==> src/rtl/crtu_pkg.sv <==
// Shared types, action codes and constants for the call/return trace unit.
`default_nettype none

package crtu_pkg;

   // Symbol table depth used when the top level is not overridden
   localparam int unsigned MAX_SYMBOLS_DEF = 1024;

   // Reported depth and symbol index widths
   localparam int unsigned DEPTH_W   = 10;
   localparam int unsigned IDX_OUT_W = 10;
   localparam logic [DEPTH_W-1:0] DEPTH_TOP = 10'd1023;

   // Item action codes
   localparam logic [2:0] ACT_CLEAR = 3'd0;
   localparam logic [2:0] ACT_LOAD  = 3'd1;
   localparam logic [2:0] ACT_JAL   = 3'd2;
   localparam logic [2:0] ACT_JALR  = 3'd3;
   localparam logic [2:0] ACT_RET   = 3'd4;
   localparam logic [2:0] ACT_PUSH  = 3'd5;
   localparam logic [2:0] ACT_POP   = 3'd6;

   // Register numbers that classify a jalr
   localparam logic [4:0] REG_ZERO = 5'd0;
   localparam logic [4:0] REG_RA   = 5'd1;

   // Event kinds in a result item
   localparam logic KIND_CALL = 1'b0;
   localparam logic KIND_RET  = 1'b1;

   typedef struct packed {
      logic [2:0]         action;
      logic [31:0]        pc;
      logic [31:0]        target;
      logic [4:0]         dest_reg;
      logic [4:0]         src_reg;
      logic signed [31:0] offset;
      logic [31:0]        load_start;
      logic [31:0]        load_size;
   } req_type;

   typedef struct packed {
      logic                 event_kind;
      logic [31:0]          event_pc;
      logic [31:0]          event_target;
      logic [DEPTH_W-1:0]   depth_shown;
      logic                 found;
      logic [IDX_OUT_W-1:0] symbol_index;
   } rsp_type;

   // Controller to datapath commands
   typedef struct packed {
      logic clear;
      logic load;
      logic push;
      logic pop;
      logic ev_start;
      logic ev_ret;
      logic step;
      logic emit;
   } cmd_type;

   // Datapath to controller status
   typedef struct packed {
      logic empty;
      logic done;
   } stat_type;

endpackage

`default_nettype wire

==> src/rtl/crtu_ctrl.sv <==
// Controller: decodes accepted items and sequences the symbol search.
`default_nettype none

module crtu_ctrl (
   input  wire               clock,
   input  wire               reset,
   input  wire               start,
   input  crtu_pkg::req_type req_item,
   input  crtu_pkg::stat_type stat,
   output crtu_pkg::cmd_type cmd,
   output logic              busy
);
   import crtu_pkg::*;

   localparam logic S_IDLE   = 1'b0;
   localparam logic S_SEARCH = 1'b1;

   logic state_ff;
   logic state_in;
   logic accept;
   logic jalr_ret;
   logic jalr_call;
   logic is_call;
   logic is_ret;

   // Classify jalr by its register fields and immediate
   assign jalr_ret  = (req_item.dest_reg == REG_ZERO) && (req_item.src_reg == REG_RA) &&
                      (req_item.offset == 32'sd0);
   assign jalr_call = (req_item.dest_reg == REG_RA) ||
                      ((req_item.dest_reg == REG_ZERO) && (req_item.src_reg != REG_RA));

   assign accept = start && (state_ff == S_IDLE);
   assign busy   = (state_ff != S_IDLE);

   // Decode item, issue commands, advance state
   always_comb begin
      cmd      = '0;
      state_in = state_ff;
      is_call  = 1'b0;
      is_ret   = 1'b0;
      case (state_ff)
         S_IDLE: begin
            if (accept) begin
               case (req_item.action)
                  ACT_CLEAR: cmd.clear = 1'b1;
                  ACT_LOAD:  cmd.load  = 1'b1;
                  ACT_JAL:   is_call   = 1'b1;
                  ACT_JALR: begin
                     is_ret  = jalr_ret;
                     is_call = !jalr_ret && jalr_call;
                  end
                  ACT_RET:   is_ret    = 1'b1;
                  ACT_PUSH:  cmd.push  = 1'b1;
                  ACT_POP:   cmd.pop   = 1'b1;
                  default:   ;
               endcase
               if ((is_call || is_ret) && !stat.empty) begin
                  cmd.ev_start = 1'b1;
                  cmd.ev_ret   = is_ret;
                  state_in     = S_SEARCH;
               end
            end
         end
         S_SEARCH: begin
            cmd.step = 1'b1;
            if (stat.done) begin
               cmd.emit = 1'b1;
               state_in = S_IDLE;
            end
         end
         default: state_in = S_IDLE;
      endcase
   end

   always_ff @(posedge clock) begin
      if (reset) begin
         state_ff <= S_IDLE;
      end else begin
         state_ff <= state_in;
      end
   end

`ifndef ASSERT_OFF
   // A jal on a loaded table must start a search
   assert property (@(posedge clock) disable iff (reset)
      (start && !busy && (req_item.action == ACT_JAL) && !stat.empty) |=> busy)
      else $error("jal on loaded table did not start a search");
`endif

endmodule

`default_nettype wire

==> config.mk <==
export PLATFORM = sky130hd
export DESIGN_NAME = crtu_ctrl
export DESIGN_NICKNAME = d
export VERILOG_FILES = /design/src/rtl/crtu_pkg.sv /design/src/rtl/crtu_ctrl.sv
export SDC_FILE = /design/constraint.sdc
export NUM_CORES = 1
export LEC_CHECK = 0
export BUFFER_PORTS_ARGS = -buffer_cell sky130_fd_sc_hd__buf_2
export CAP_MARGIN = 25
export CORE_AREA = 2 2 72 74
export CTS_CLUSTER_SIZE = 40
export DETAILED_ROUTE_END_ITERATION = 6
export DIE_AREA = 0 0 74 76
export PLACE_DENSITY = 0.58
export SLEW_MARGIN = 40
export SYNTH_ARGS = -nofsm -noshare
export SYNTH_HDL_FRONTEND = slang
export SYNTH_SLANG_ARGS = --single-unit
==> constraint.sdc <==
create_clock -name clock -period 2.4 [get_ports clock]
set_clock_uncertainty 0.2 [all_clocks]
set_input_delay 0.36 -clock clock [delete_from_list [all_inputs] [get_ports clock]]
set_output_delay 0.36 -clock clock [all_outputs]
set_load 0.05 [all_outputs]
==> results by group <==
Worst hold path
  • Min-Delay Path Class: register to register
  • Hold depth: 2
  • Hold path endpoint: busy
  • HP Start: busy

Final layout
  • Layout area overhead: 153%
  • Max reg flops: 1
  • FF+latch area: 20.0 um^2
  • Post-route cell area: 748 um^2
  • Cell Count, Final, Fillers Out: 169
  • # diodes: 0
  • Core Util, Final: ~15%
  • Area of the multi-input gates: 294 um^2
  • Fillers: 565
  • Nets: 279
  • Fraction of layout cells with a size suffix above 1: between 70% and 80%

Worst setup path
  • R2R Path Start: busy
  • Worst reg2reg setup slack: around 0.97 ns
  • Maximum fanout along the worst path: 2
  • Worst R2R End: busy
  • WS Path Type: primary input to output port
  • Worst R2R Path Depth: 3
  • WP data required: 1.84 ns
  • Critical path startpoint category: primary input
  • WP data arrival: 1.79 ns
  • CP startpoint: req_item[105]
  • Worst setup EP type: output port

Yosys
  • Avg Synthesized Cell Area: 7.98 um^2
  • Post-synthesis sequential area ratio: 6.78%
  • Number of synthesized register bits: 1
  • Synth async-reset ratio: 0%
  • Yosys warns: 0
  • Syn Inst Count: 37
  • Mapped Nets: roughly 220
  • Post-synth EDFFs: 0
  • Number of distinct library cells after synthesis: 25
  • Synth Flop Type: dfxtp_1
  • Mapped cell area: a little under 300 um^2

Flow run
  • Maxcap violations: 0

Clock tree
  • Clock-pin slew on the worst setup and hold paths: 0 ns
  • Clk Latency, worst-skew pair: 0 ns
  • Postcts setup bufs: 0
  • Cts hold-fix bufs: 0

Routing
  • Post-route ant nets: 0
  • DRT iter0 DRCs: 9
  • DRC: 0
  • Drt via density: approximately 3.2
  • DR vias: approximately 550
  • DR pass1 iterations: 2
  • Routed length per instance: 8.42 um
  • DRT Wirelength: about 1400 um

Place
  • DP Area: 721 um^2
  • # port buffers: 58
  • Dpl hpwl: 1400 um
  • Placed Instances: 169
  • RePlAce Congestion: just under 0.7

Timing
  • Slew HR: 72.9%
  • Setup TNS: 0 ns
  • Final period utilization: 97.8%
  • Fmax: 0.426 GHz
  • Final setup violation count: 0
  • Final Hold Fails: 0
  • Slew Limit Fails: 0
  • Unrepaired setup endpoints after global routing: true
  • Tmin final: 2.35 ns
  • Worst Tran Pin Value: 0.405 ns

Pwr
  • Int Power: 0.0650 mW
  • Worst IR drop on VDD: slightly below 0.03 mV
  • Overall power: approximately 0.11 mW
  • Static leakage: 0.367 nW
  • Combinational power share: between 80 and 90%
  • Switching power: 0.0420 mW
  • Net Sw Frac: 39.3%
  • Clock power share: 0%
  • Reg power frac: 16.8%
  • Pwr dens: around 140 mW/mm^2

Die
  • Die width: 74 um
  • Chip height: approximately 76 um
  • Core footprint: between 0.004 and 0.005 mm^2
  • Cell Rows: 26
  • Die area: 0.00562 mm^2
  • Io pins: 187
  • Starting density of the core: 6.01%

Status
  • Status: completed

Global routing
  • Aggregate global routing overflow: 0
  • Gr usage total: around 4.7%
  • First-pass GRT wire length: 2170 um
  • Initial antenna violation count: 0
  • Vias in the first global route: 506
  • Largest net degree at the start of global routing: 8
cell usage in the layout (no fill, tap or decap), drive strengths merged:
| cell type | instances |
|---|---|
| nor3b | 3 |
| nor2 | 3 |
| or3b | 1 |
| o32a | 1 |
| nand3b | 1 |
| and4bb | 1 |
| and3 | 2 |
| a21oi | 2 |
| and2 | 1 |
| nor4b | 1 |
| a21o | 1 |
| or4b | 1 |
| a31oi | 1 |
| nor4 | 6 |
| nand2 | 2 |
| nand2b | 2 |
| xnor2 | 1 |
| dfxtp | 1 |
| buf | 63 |
| or4 | 1 |
| nand4 | 1 |
| nor3 | 2 |
| and4 | 1 |
synth_stat cells, types with 2 or more instances:
cell type | number | area (um^2)
nor4_1 | 5 | 31.3
nor2_1 | 3 | 11.3
nor3b_1 | 3 | 22.5
a21oi_1 | 2 | 10.0
and3_1 | 2 | 12.5
nand2_1 | 2 | 7.51
nand2b_1 | 2 | 12.5
power groups by stage:
| stage | sequential [mW] | clock, mW | combinational (mW) |
|---|---|---|---|
| 4_1_cts | 0.0180 | 0 | 0.0898 |
| 2_1_floorplan | 0.0194 | 0 | 0.0312 |
| 3_5_place_dp | 0.0180 | 0 | 0.0883 |
| 6_report | 0.0179 | 0 | 0.0891 |
| 3_3_place_gp | 0.0180 | 0 | 0.0870 |
| 5_1_grt | 0.0181 | 0 | 0.0973 |
stage by stage:
step	hold WS (ns)	setup slack (ns)
after floorplan	0.316	0.000887
after global placement	0.403	-0.104
after detailed placement	0.400	-0.0985
after CTS	0.401	0.00138
after global routing	0.432	-0.0135
final	0.389	0.0531
cell families after synthesis:
family                    share of synthesized area [%]
AOI/OAI and AO/OA                                  14.0
xor gates and xnor gates                           2.97
buffers and inverters                              2.54
DFF                                                6.78
and+or+nand+nor                                    73.7
how the worst max path moves through the flow:
stage                         to  cells after the start
final                     cmd[3]                      6
after global routing      cmd[3]                      6
after CTS                 cmd[2]                      6
after detailed placement  cmd[2]                      6
after global placement    cmd[3]                      6
after floorplan           cmd[2]                      4
metal layers:
metal / GRT usage [%] / share of wire (%) / vias to the layer above / routed length, um
li1: - / - / 275 / -
met1: 6.18 / 42 / 226 / 598
met2: 8.93 / 47 / 44 / 670
met4: 0 / 0 / 0 / 0
met3: 0.265 / 11 / 0 / 154
met5: 0 / 0 / - / 0
repair_timing:
action,in CTS,in global routing
endpoints found under the setup margin,2,2
gates resized for setup,5,1
pin swaps,3,4
final cells by class:
cell class              count  area share [%]
multi-input cells          35            39.3
well taps                  70            11.7
flip-flops and latches      1            2.68
repair buffers             63            46.3
worst max-delay path, stage by stage:
cell and delay, ns:
buf_6 0.09, or4_4 0.53, buf_4 0.14, o32a_2 0.35, a21oi_2 0.15, buf_6 0.17
Note: power is estimated with default switching activity, not from simulation.
